--- config.mk ---
export PLATFORM = sky130hd
export DESIGN_NAME = nnis_ctrl
export DESIGN_NICKNAME = d
export VERILOG_FILES = /design/src/rtl/core/nnis_pkg.sv /design/src/rtl/core/nnis_ctrl.sv
export SDC_FILE = /design/constraint.sdc
export NUM_CORES = 1
export LEC_CHECK = 0
export BUFFER_PORTS_ARGS = -buffer_cell sky130_fd_sc_hd__buf_2
export CELL_PAD_IN_SITES_DETAIL_PLACEMENT = 0
export CELL_PAD_IN_SITES_GLOBAL_PLACEMENT = 1
export CORE_MARGIN = 2
export CORE_UTILIZATION = 35
export DETAILED_ROUTE_END_ITERATION = 6
export PLACE_DENSITY = 0.73
export SLEW_MARGIN = 10
export SYNTH_ARGS = -nofsm -noshare
export SYNTH_HDL_FRONTEND = slang
export SYNTH_SLANG_ARGS = --single-unit
--- constraint.sdc ---
create_clock -name clk -period 1.3 [get_ports clk]
set_input_delay 0.13 -clock clk [delete_from_list [all_inputs] [get_ports clk]]
set_output_delay 0.13 -clock clk [all_outputs]
set_load 0.005 [all_outputs]
--- src/rtl/core/nnis_pkg.sv ---
// Shared constants, types and helpers of the nearest-neighbor image scaler.
`default_nettype none
package nnis_pkg;

	localparam int MAX_SRC_WIDTH  = 256;
	localparam int MAX_SRC_HEIGHT = 256;
	localparam int PIXEL_BITS     = 32;
	localparam int FRACTION_BITS  = 16;

	// Port and register widths fixed by the interface definition
	localparam int PORT_PIXEL_BITS = 32;
	localparam int SRC_SIZE_BITS   = 9;
	localparam int DST_SIZE_BITS   = 13;
	localparam int CFG_DATA_BITS   = 13;
	localparam int CFG_INDEX_BITS  = 2;
	localparam int TARGET_MAX      = 4096;
	localparam int COUNT_BITS      = 12;
	localparam int ACC_BITS        = 26;
	localparam int STEP_BITS       = 25;
	localparam int CFG_RESET       = 256;

	localparam int COL_BITS    = (MAX_SRC_WIDTH > 1) ? $clog2(MAX_SRC_WIDTH) : 1;
	localparam int ROW_BITS    = (MAX_SRC_HEIGHT > 1) ? $clog2(MAX_SRC_HEIGHT) : 1;
	localparam int STORE_DEPTH = MAX_SRC_WIDTH * MAX_SRC_HEIGHT;
	localparam int ADDR_BITS   = (STORE_DEPTH > 1) ? $clog2(STORE_DEPTH) : 1;
	localparam int INT_BITS    = ACC_BITS - FRACTION_BITS;
	localparam int REM_BITS    = DST_SIZE_BITS + 1;
	localparam int ITER_BITS   = $clog2(STEP_BITS);

	typedef enum logic [CFG_INDEX_BITS-1:0] {
		REG_SRC_WIDTH  = 2'd0,
		REG_SRC_HEIGHT = 2'd1,
		REG_DST_WIDTH  = 2'd2,
		REG_DST_HEIGHT = 2'd3
	} cfg_reg_t;

	typedef enum logic {
		REQ_LOAD = 1'b0,
		REQ_EMIT = 1'b1
	} req_kind_t;

	typedef enum logic [1:0] {
		JOB_COL_STEP  = 2'd0,
		JOB_ROW_STEP  = 2'd1,
		JOB_COL_RATIO = 2'd2,
		JOB_ROW_RATIO = 2'd3
	} div_job_t;

	typedef enum logic [2:0] {
		ST_IDLE,
		ST_LOAD,
		ST_ITER,
		ST_STORE,
		ST_APPLY
	} ctrl_state_t;

	typedef struct packed {
		logic     cfg_write;
		logic     load_px;
		logic     emit;
		logic     div_load;
		logic     div_step;
		logic     div_store;
		logic     apply;
		div_job_t job;
	} nnis_cmd_t;

	typedef struct packed {
		logic out_valid;
	} nnis_status_t;

	// Start offset of an accumulator: 1 << (FRACTION_BITS - ratio), exponent floored at 0
	function automatic logic [ACC_BITS-1:0] start_of(input logic [STEP_BITS-1:0] ratio);
		logic [ACC_BITS-1:0] one;
		one = ACC_BITS'(1);
		if (ratio < STEP_BITS'(FRACTION_BITS)) begin
			return one << (FRACTION_BITS - int'(ratio));
		end
		return one;
	endfunction

	localparam int RESET_SW = (CFG_RESET > MAX_SRC_WIDTH) ? MAX_SRC_WIDTH : CFG_RESET;
	localparam int RESET_SH = (CFG_RESET > MAX_SRC_HEIGHT) ? MAX_SRC_HEIGHT : CFG_RESET;
	localparam logic [STEP_BITS-1:0] RESET_COL_STEP =
		STEP_BITS'((RESET_SW << FRACTION_BITS) / CFG_RESET);
	localparam logic [STEP_BITS-1:0] RESET_ROW_STEP =
		STEP_BITS'((RESET_SH << FRACTION_BITS) / CFG_RESET);
	localparam logic [ACC_BITS-1:0] RESET_COL_START =
		start_of(STEP_BITS'(CFG_RESET / RESET_SW));
	localparam logic [ACC_BITS-1:0] RESET_ROW_START =
		start_of(STEP_BITS'(CFG_RESET / RESET_SH));

endpackage
`default_nettype wire

--- src/rtl/core/nnis_ctrl.sv ---
// Controller: handshakes and the sequencer of the coefficient divider.
`default_nettype none
module nnis_ctrl (
	input  wire logic                  clk,
	input  wire logic                  arst_n,
	input  wire logic                  req_valid,
	input  wire logic                  req_type,
	output logic                       req_ready,
	input  wire logic                  res_ready,
	input  wire logic                  cfg_valid,
	output logic                       cfg_ready,
	input  wire nnis_pkg::nnis_status_t status,
	output nnis_pkg::nnis_cmd_t        cmd
);
	import nnis_pkg::*;

	ctrl_state_t           state_q, state_next;
	div_job_t              job_q;
	logic [ITER_BITS-1:0]  iter_q;
	logic                  iter_last;
	logic                  out_blocked;
	logic                  take;

	assign iter_last   = (iter_q == ITER_BITS'(STEP_BITS - 1));
	assign out_blocked = status.out_valid && !res_ready;

	always_comb begin
		state_next = state_q;
		unique case (state_q)
			ST_IDLE:  if (cfg_valid) state_next = ST_LOAD;
			ST_LOAD:  state_next = ST_ITER;
			ST_ITER:  if (iter_last) state_next = ST_STORE;
			ST_STORE: state_next = (job_q == JOB_ROW_RATIO) ? ST_APPLY : ST_LOAD;
			ST_APPLY: state_next = ST_IDLE;
			default:  state_next = ST_IDLE;
		endcase
	end

	always_comb begin
		cfg_ready = (state_q == ST_IDLE);
		req_ready = (state_q == ST_IDLE) && !cfg_valid && !out_blocked;
		take      = req_valid && req_ready;
		cmd           = '0;
		cmd.cfg_write = cfg_valid && cfg_ready;
		cmd.load_px   = take && (req_type == REQ_LOAD);
		cmd.emit      = take && (req_type == REQ_EMIT);
		cmd.div_load  = (state_q == ST_LOAD);
		cmd.div_step  = (state_q == ST_ITER);
		cmd.div_store = (state_q == ST_STORE);
		cmd.apply     = (state_q == ST_APPLY);
		cmd.job       = job_q;
	end

	always_ff @(posedge clk or negedge arst_n) begin
		if (!arst_n) begin
			state_q <= ST_IDLE;
			job_q   <= JOB_COL_STEP;
			iter_q  <= '0;
		end else begin
			state_q <= state_next;
			if (state_q == ST_IDLE) begin
				job_q <= JOB_COL_STEP;
			end else if (state_q == ST_STORE) begin
				job_q <= div_job_t'(job_q + 2'd1);
			end
			if (state_q == ST_ITER) begin
				iter_q <= iter_q + ITER_BITS'(1);
			end else begin
				iter_q <= '0;
			end
		end
	end

endmodule
`default_nettype wire

==> impl_metrics.ini, run 1 <==
[run_status]
status = complete, but fails checks
violations = negative setup slack

[setup_path]
cp-start-kind = register
startpoint = state_q[0]
cpPeakStageDelay_ns = 0.43
crit_type = register to primary output
r2r-start = state_q[0]
required_ns = 1.17
cp-endpoint = cmd[3]
worst-r2r-setup-slack_ns = -0.02
cp_num_buf_inv = 3
worstPathCellList = buf_4, buf_6, and2b_1, and2_1, buf_2
arrival_ns = 1.36
worstPathMaxFanout = 5
cp-end-kind = primary output
critPathTopFamily = flip-flops
path_depth = 5
rr_worst_depth = 6
r2r-end = job_q[1]
crit_slowest_cell = dfrtp_2

[worst_hold_path]
hold_path_class = input pin to register
holdPathStages = 3
hp-start = cfg_valid

[placed_design]
post-dp-hpwl_um = 790
post-place-ws_ns = 0.0983
globalplace.congestion = 0.748
io_buffers = 17
dpl_cell_area_um2 = 694

[sta]
finalWorstSetupSlack_ns = -0.186
hold_violations = 0
relSlewSlack_pct = 85.7
drv_slew = 0
rsz0062_at_grt = true
period_minus_slack_ns = 1.49
fin_crit_sh_pct = 114
fmax_mhz = 673
clock_skew_ns = 0.00176
finalSetupViolCount = 8
worstMarginPinSlew_ns = 0.212

[grt]
grt_pass1_vias = 396
antenna_found_initial = 0
gr-total-overflow = 0
grt_max_degree = 11
grt_pass1_wl_um = 1710
gr-usage-all-layers_pct = 12.7

[clocking]
clk_pin_slew_ns = 0.06
numCtsBuffers = 3
cts_sinks = 10
cts_root_buffer = clkbuf_4
worstSkewPairLatency_ns = 0.26
cts_tree = done
clockBufferDepth = 2
h-tree-depth = 1

[power_and_ir_drop]
pwr-share-comb_pct = 3.8
irDropWorstVdd_mv = 0.472
seqPwrFrac_pct = 58.3
p_sw_share_pct = 19.9
cellLeakagePower_uw = 0.000427
powerDensity_nw_per_um2 = 676
clkPwrFrac_pct = 37.8
switchingPower_uw = 106
p_int_uw = 427

[floorplanning]
die_area_um2 = 1960
dieHeight_um = 44.3
core_region_area_um2 = 1510
start_util_pct = 37.7
die_w_um = 44.3
row_count = 14
pin_count = 18

[routing]
drt-initial-drc-count = 2
ant_nets = 0
vias_per_cell = 4.75
wire_per_inst_um = 10.3
drt-total-wl_um = 1040
drc_errors = 0
vias = 480
first_pass_iters = 2

[layout]
mostFrequentLayoutCell = buf_2
antennaDiodeCount = 0
ff_latch_area_um2 = 251
syn_to_final_growth_pct = 39.0
multiInputGateArea_um2 = 307
drive_gt1_share_pct = 43.5
layout_common_cells = buf_2, dfrtp_1, buf_4
fin_nets = 97
fill_cells = 148
design_area_um2 = 790

[synth]
ys.flop_type = dfrtp_1
synth_enable_flop_cells = 0
synth-warning-count = 0
synth_nets = 67
synth_cell_types = 27
synth_area_um2 = 568
ys_seq_elements = 10
synth.avg_cell_area_um2 = 9.97
syn_inst = 57
synthArstFlopShare_pct = 100
synth-seq-area-share_pct = 44.1

[run]
cap_violations = 0
-- metrics by stage --
step           hold WS, ns  std cells  power (uW)  TNS [ns]  util (%)
6_report             0.178        101         534    -0.641      52.4
5_1_grt              0.190        101         562     -1.29      52.4
4_1_cts              0.183         98         540    -0.504      49.3
3_5_place_dp      -0.00176         93         336         0      46.1
3_3_place_gp      -0.00378         93         336         0      46.1
2_1_floorplan       -0.166         57         319         0         -
-- cell families after synthesis --
group / after synthesis / share of synthesized area [%]
simple gates: 29 / 33.5
compound gates: 5 / 5.06
flops: 10 / 44.1
buf+inv: 7 / 6.17
fa+ha+maj: 3 / 6.61
xor+xnor: 3 / 4.63
-- routing by layer --
| metal | GRT usage (%) | wire [um] | up-vias |
|---|---|---|---|
| met2 | 18.5 | 476 | 14 |
| met4 | 10.9 | 34 | 0 |
| met1 | 16.1 | 475 | 213 |
| met5 | 0 | 0 | - |
| li1 | - | - | 249 |
| met3 | 2.45 | 56 | 4 |
-- Yosys cell counts (2+ instances only) --
cell type / count / share of area [%]
dfrtp_1: 10 / 44
and3_1: 2 / 2.2
o21ai_0: 2 / 1.8
nor2b_1: 2 / 2.2
inv_1: 5 / 3.3
and2b_1: 2 / 2.6
xor2_1: 2 / 3.1
ha_1: 3 / 6.6
nand3_1: 3 / 2.6
nand2_1: 4 / 2.6
nor2_1: 6 / 4.0
-- cell type report --
class,instances,share of cell area [%]
tap,16,2.54
multi-input combinational,40,38.8
clock buffer,3,2.85
inverter,5,2.38
timing repair buffer,27,21.6
sequential,10,31.9
-- flip-flops by register name, indices dropped and copies added, names as in the netlist --
| signal | cells |
|---|---|
| iter_q | 5 |
| state_q | 3 |
| job_q | 2 |
-- worst min path at each step --
stage	endpoint
detailed placement	iter_q[3]
CTS	state_q[0]
global placement	iter_q[3]
finish	state_q[0]
global route	state_q[0]
floorplan	iter_q[0]
-- worst register-to-register path, delay by kind of cell, from the launching register on --
| kind | cells | cell delay, ns |
|---|---|---|
| compound gates | 1 | 0.17 |
| simple gates | 2 | 0.21 |
| buf+inv | 3 | 0.40 |
| flops | 1 | 0.43 |
-- power groups by stage --
stage | Clock [uW] | Sequential, uW | Combinational (uW)
after floorplan | 0 | 317 | 2.45
after global placement | 0 | 317 | 18.6
after detailed placement | 0 | 317 | 19.0
after CTS | 208 | 311 | 21.5
after global routing | 227 | 311 | 23.8
final | 202 | 311 | 20.5
-- what timing repair did --
item | in CTS | in global routing
pin swaps | 1 | 2
hold endpoints to repair | 10 | 0
hold buffers | 1 | 0
resized for setup | 3 | 7
buffers inserted | 2 | 4
gates cloned | 0 | 0
setup endpoints to repair | 6 | 9
(Power assumes the default switching activity.)
==> run 2, diff against run 1 <==
--- a/config.mk
+++ b/config.mk
@@ -7,9 +7,9 @@
 export LEC_CHECK = 0
 export BUFFER_PORTS_ARGS = -buffer_cell sky130_fd_sc_hd__buf_2
 export CELL_PAD_IN_SITES_DETAIL_PLACEMENT = 0
-export CELL_PAD_IN_SITES_GLOBAL_PLACEMENT = 1
-export CORE_MARGIN = 2
-export CORE_UTILIZATION = 35
+export CELL_PAD_IN_SITES_GLOBAL_PLACEMENT = 2
+export CORE_MARGIN = 4
+export CORE_UTILIZATION = 28
 export DETAILED_ROUTE_END_ITERATION = 6
 export PLACE_DENSITY = 0.73
 export SLEW_MARGIN = 10
==> impl_metrics.ini, run 2 (synthesis results as in run 1) <==
[run_status]
status = complete, but fails checks
violations = negative setup slack

[setup_path]
worstPathMaxFanout = 3
r2r-start = state_q[2]
cp-start-kind = register
cpPeakStageDelay_ns = 0.43
cp_num_buf_inv = 1
cp-end-kind = primary output
r2r-end = job_q[1]
crit_type = register to primary output
crit_slowest_cell = dfrtp_2
arrival_ns = 1.35
critPathTopFamily = simple AND/OR/NAND/NOR gates
worstPathCellList = nor3_4, nor3b_4, and3b_1, buf_2
startpoint = state_q[1]
worst-r2r-setup-slack_ns = 0.04
rr_worst_depth = 5
required_ns = 1.17

[sta]
finalWorstSetupSlack_ns = -0.180
rsz0062_at_grt = true
hold_violations = 0
fin_crit_sh_pct = 114
holdWs_ns = 0.172
relSlewSlack_pct = 82.6
period_minus_slack_ns = 1.48
fmax_mhz = 676
finalSetupViolCount = 8
drv_slew = 0
worstMarginPinSlew_ns = 0.257
clock_skew_ns = 0.00128

[power_and_ir_drop]
cellLeakagePower_uw = 0.000414
powerDensity_nw_per_um2 = 755
irDropWorstVdd_mv = 0.513

[grt]
grt_pass1_wl_um = 1880
grt_pass1_vias = 447
antenna_found_initial = 0
gr-total-overflow = 0
grt_max_degree = 11
gr-usage-all-layers_pct = 8.85

[floorplanning]
dieHeight_um = 53.0
core_region_area_um2 = 1940
die_w_um = 53.0
die_area_um2 = 2810
start_util_pct = 29.3
pin_count = 18
row_count = 16

[routing]
vias_per_cell = 4.41
drt-initial-drc-count = 9
drc_errors = 0
wl_met1_um = 505
first_pass_iters = 4
drt-total-wl_um = 1120
wire_per_inst_um = 10.1
dr_wl_met3_um = 76
top_layer_used = met3
ant_nets = 0
wl_met2_um = 541
vias = 489

[layout]
syn_to_final_growth_pct = 41.9
largest_reg_flops = 5
finalNonFillerCells = 111
fin_nets = 95
fill_cells = 213
mostFrequentLayoutCell = buf_2
reg_top3 = iter_q x5, state_q x3, job_q x2
drive_gt1_share_pct = 45.2
antennaDiodeCount = 0
final_util_pct = 41.5
largest-register = iter_q
layout_common_cells = buf_2, dfrtp_1, inv_1, nor2_1, buf_4

[placed_design]
globalplace.congestion = 0.703
dp.cells = 103
io_buffers = 17
post-dp-hpwl_um = 868

[clocking]
clk_pin_slew_ns = 0.07
cts_root_buffer = clkbuf_4
h-tree-depth = 1
clockBufferDepth = 2
cts_sinks = 10
worstSkewPairLatency_ns = 0.26
cts_tree = done
numCtsBuffers = 3

[worst_hold_path]
hold_path_class = input pin to register
holdPathStages = 3
hp-start = cfg_valid
whs_endpoint = state_q[0]

[run]
cap_violations = 0
-- run 2: what timing repair did --
action,CTS,global route
setup buffers,1,2
resized for setup,3,9
hold buffers,1,0
endpoints found under the hold margin,10,0
setup endpoints to repair,7,11
pin swaps,3,5
-- run 2: worst min-delay path: stages --
cell and delay (ns):
buf_2 0.12, a21oi_1 0.08, o21ai_1 0.07
-- run 2: worst max path at each step --
stage               endpoint  slack [ns]  depth (start not counted)
global placement      cmd[6]        0.09                          4
floorplan             cmd[7]        0.07                          4
CTS                   cmd[7]       -0.20                          4
global route          cmd[7]       -0.27                          4
detailed placement    cmd[7]        0.05                          4
finish                cmd[7]       -0.18                          4
-- run 2: where the power goes --
group | switching (uW) | internal (uW) | leakage, uW | total [uW]
clock network | 107 | 170 | 0.0000210 | 277
logic | 11.1 | 9.52 | 0.000280 | 20.6
registers | 0 | 311 | 0.000113 | 311
-- run 2: cell type report --
class / count / area [um2] / area share, %
multi-input combinational: 40 / 303 / 37.6
timing repair buffer: 25 / 161 / 20.0
inverter: 5 / 18.8 / 2.33
sequential: 10 / 253 / 31.4
clock buffer: 4 / 36.3 / 4.50
tap: 27 / 33.8 / 4.19
-- run 2: stage by stage --
stage	TNS (ns)	power (uW)	area (um2)	worst slack, ns
after floorplan	0	319	568	0.0667
after global placement	0	336	701	0.0909
after detailed placement	0	336	701	0.0488
after CTS	-0.854	615	766	-0.203
after global routing	-1.29	636	806	-0.268
final	-0.661	608	806	-0.180
-- run 2: per-layer routing --
layer / track usage, % / vias to the layer above
met4: 3.83 / 0
met1: 11.1 / 223
li1: - / 246
met3: 1.69 / 0
met2: 14.7 / 20
met5: 0 / -
==> run 3, diff against run 2 <==
--- a/config.mk
+++ b/config.mk
@@ -10,6 +10,7 @@
 export CELL_PAD_IN_SITES_GLOBAL_PLACEMENT = 2
 export CORE_MARGIN = 4
 export CORE_UTILIZATION = 28
+export CTS_BUF_LIST = sky130_fd_sc_hd__clkbuf_16
 export DETAILED_ROUTE_END_ITERATION = 6
 export PLACE_DENSITY = 0.73
 export SLEW_MARGIN = 10
==> impl_metrics.ini, run 3 (synthesis results as in run 1) <==
[grt]
grt_pass1_vias = 441
grt_max_degree = 11
antenna_found_initial = 0
gr-total-overflow = 0
grt_pass1_wl_um = 1920
gr-usage-all-layers_pct = 9.27

[placed_design]
post-dp-hpwl_um = 868
globalplace.congestion = 0.703
dpl_cell_area_um2 = 701
io_buffers = 17

[routing]
drt-initial-drc-count = 9
vias_per_cell = 4.32
wire_per_inst_um = 10.4
drt-total-wl_um = 1130
drc_errors = 0
first_pass_iters = 2
vias = 471
ant_nets = 0

[floorplanning]
pin_count = 18
die_w_um = 53.0
row_count = 16
dieHeight_um = 53.0
die_area_um2 = 2810
core_region_area_um2 = 1940
start_util_pct = 29.3

[clocking]
cts_sinks = 10
clk_pin_slew_ns = 0.04
cts_root_buffer = clkbuf_16
clockBufferDepth = 2
worstSkewPairLatency_ns = 0.23
cts_tree = done
h-tree-depth = 1
numCtsBuffers = 3

[sta]
finalSetupViolCount = 5
worstMarginPinSlew_ns = 0.243
finalWorstSetupSlack_ns = -0.157
fmax_mhz = 686
rsz0062_at_grt = true
period_minus_slack_ns = 1.46
hold_violations = 0
relSlewSlack_pct = 83.6
drv_slew = 0
clock_skew_ns = 0.000408
fin_crit_sh_pct = 112

[layout]
multiInputGateArea_um2 = 294
mostFrequentLayoutCell = buf_2
fin_nets = 93
fill_cells = 207
drive_gt1_share_pct = 39.0
layout_common_cells = buf_2, dfrtp_1, nor2_1
syn_to_final_growth_pct = 44.5
largest_reg_flops = 5
largest-register = iter_q
reg_top3 = iter_q x5, state_q x3, job_q x2
design_area_um2 = 821
antennaDiodeCount = 0
ff_latch_area_um2 = 253

[worst_hold_path]
hold_path_class = input pin to register

[run]
cap_violations = 0

[setup_path]
cp-start-kind = register
arrival_ns = 1.33
required_ns = 1.17
cp-end-kind = primary output
crit_type = register to primary output
worstPathMaxFanout = 3

[power_and_ir_drop]
powerDensity_nw_per_um2 = 1070
p_total_uw = 878
cellLeakagePower_uw = 0.000422
irDropWorstVdd_mv = 0.668

[run_status]
status = complete, but fails checks
violations = negative setup slack
-- run 3: report_power, final --
part | internal, uW | total [uW] | switching, uW
sequential | 313 | 313 | 0
clock | 403 | 545 | 142
combinational | 9.52 | 20.7 | 11.1
-- run 3: critical path, stage by stage (launching register included) --
cell and delay [ns]:
dfrtp_2 0.43, nor3_4 0.17, nor3b_4 0.21, and3b_1 0.17
buf_2 0.11
-- run 3: final timing paths --
check / start / to / slack (ns) / cells past startpoint
worst min-delay path: cfg_valid / state_q[0] / 0.20 / 3
worst max register to register: state_q[0] / job_q[1] / 0.14 / 4
worst max-delay path: state_q[0] / cmd[7] / -0.16 / 4
max in group asynchronous: arst_n / state_q[0] / 0.81 / 2
min in group asynchronous: arst_n / job_q[1] / 0.29 / 2
worst min register to register: iter_q[0] / iter_q[0] / 0.49 / 1
-- run 3: what timing repair did --
action | in CTS | in global routing
hold endpoints to repair | 10 | 0
gates resized for setup | 2 | 5
pin swaps | 3 | 2
buffers inserted | 1 | 0
hold buffers | 1 | 0
setup endpoints to repair | 5 | 11
-- run 3: metrics by stage --
step           worst slack, ns  hold slack, ns  TNS (ns)  cells  util [%]
2_1_floorplan           0.0667          -0.166         0     57         -
3_3_place_gp            0.0909         0.00448         0    103      36.1
3_5_place_dp            0.0488         0.00670         0    103      36.1
4_1_cts                 -0.161           0.214    -0.590    109      41.4
5_1_grt                 -0.228           0.215    -0.813    109      42.3
6_report                -0.157           0.203    -0.445    109      42.3
-- run 3: cell type report --
type	instances	share of cell area, %
repair buffers	23	17.4
flip-flops and latches	10	30.8
inverters	5	2.29
multi-input cells	40	35.8
well taps	27	4.12
clock buffers	3	9.15
clock inverters	1	0.457
-- run 3: metal layers --
layer | routed length, um | GRT usage, %
met5 | 0 | 0
met4 | 0 | 3.83
met3 | 70 | 3.38
met2 | 515 | 14.0
met1 | 545 | 11.8
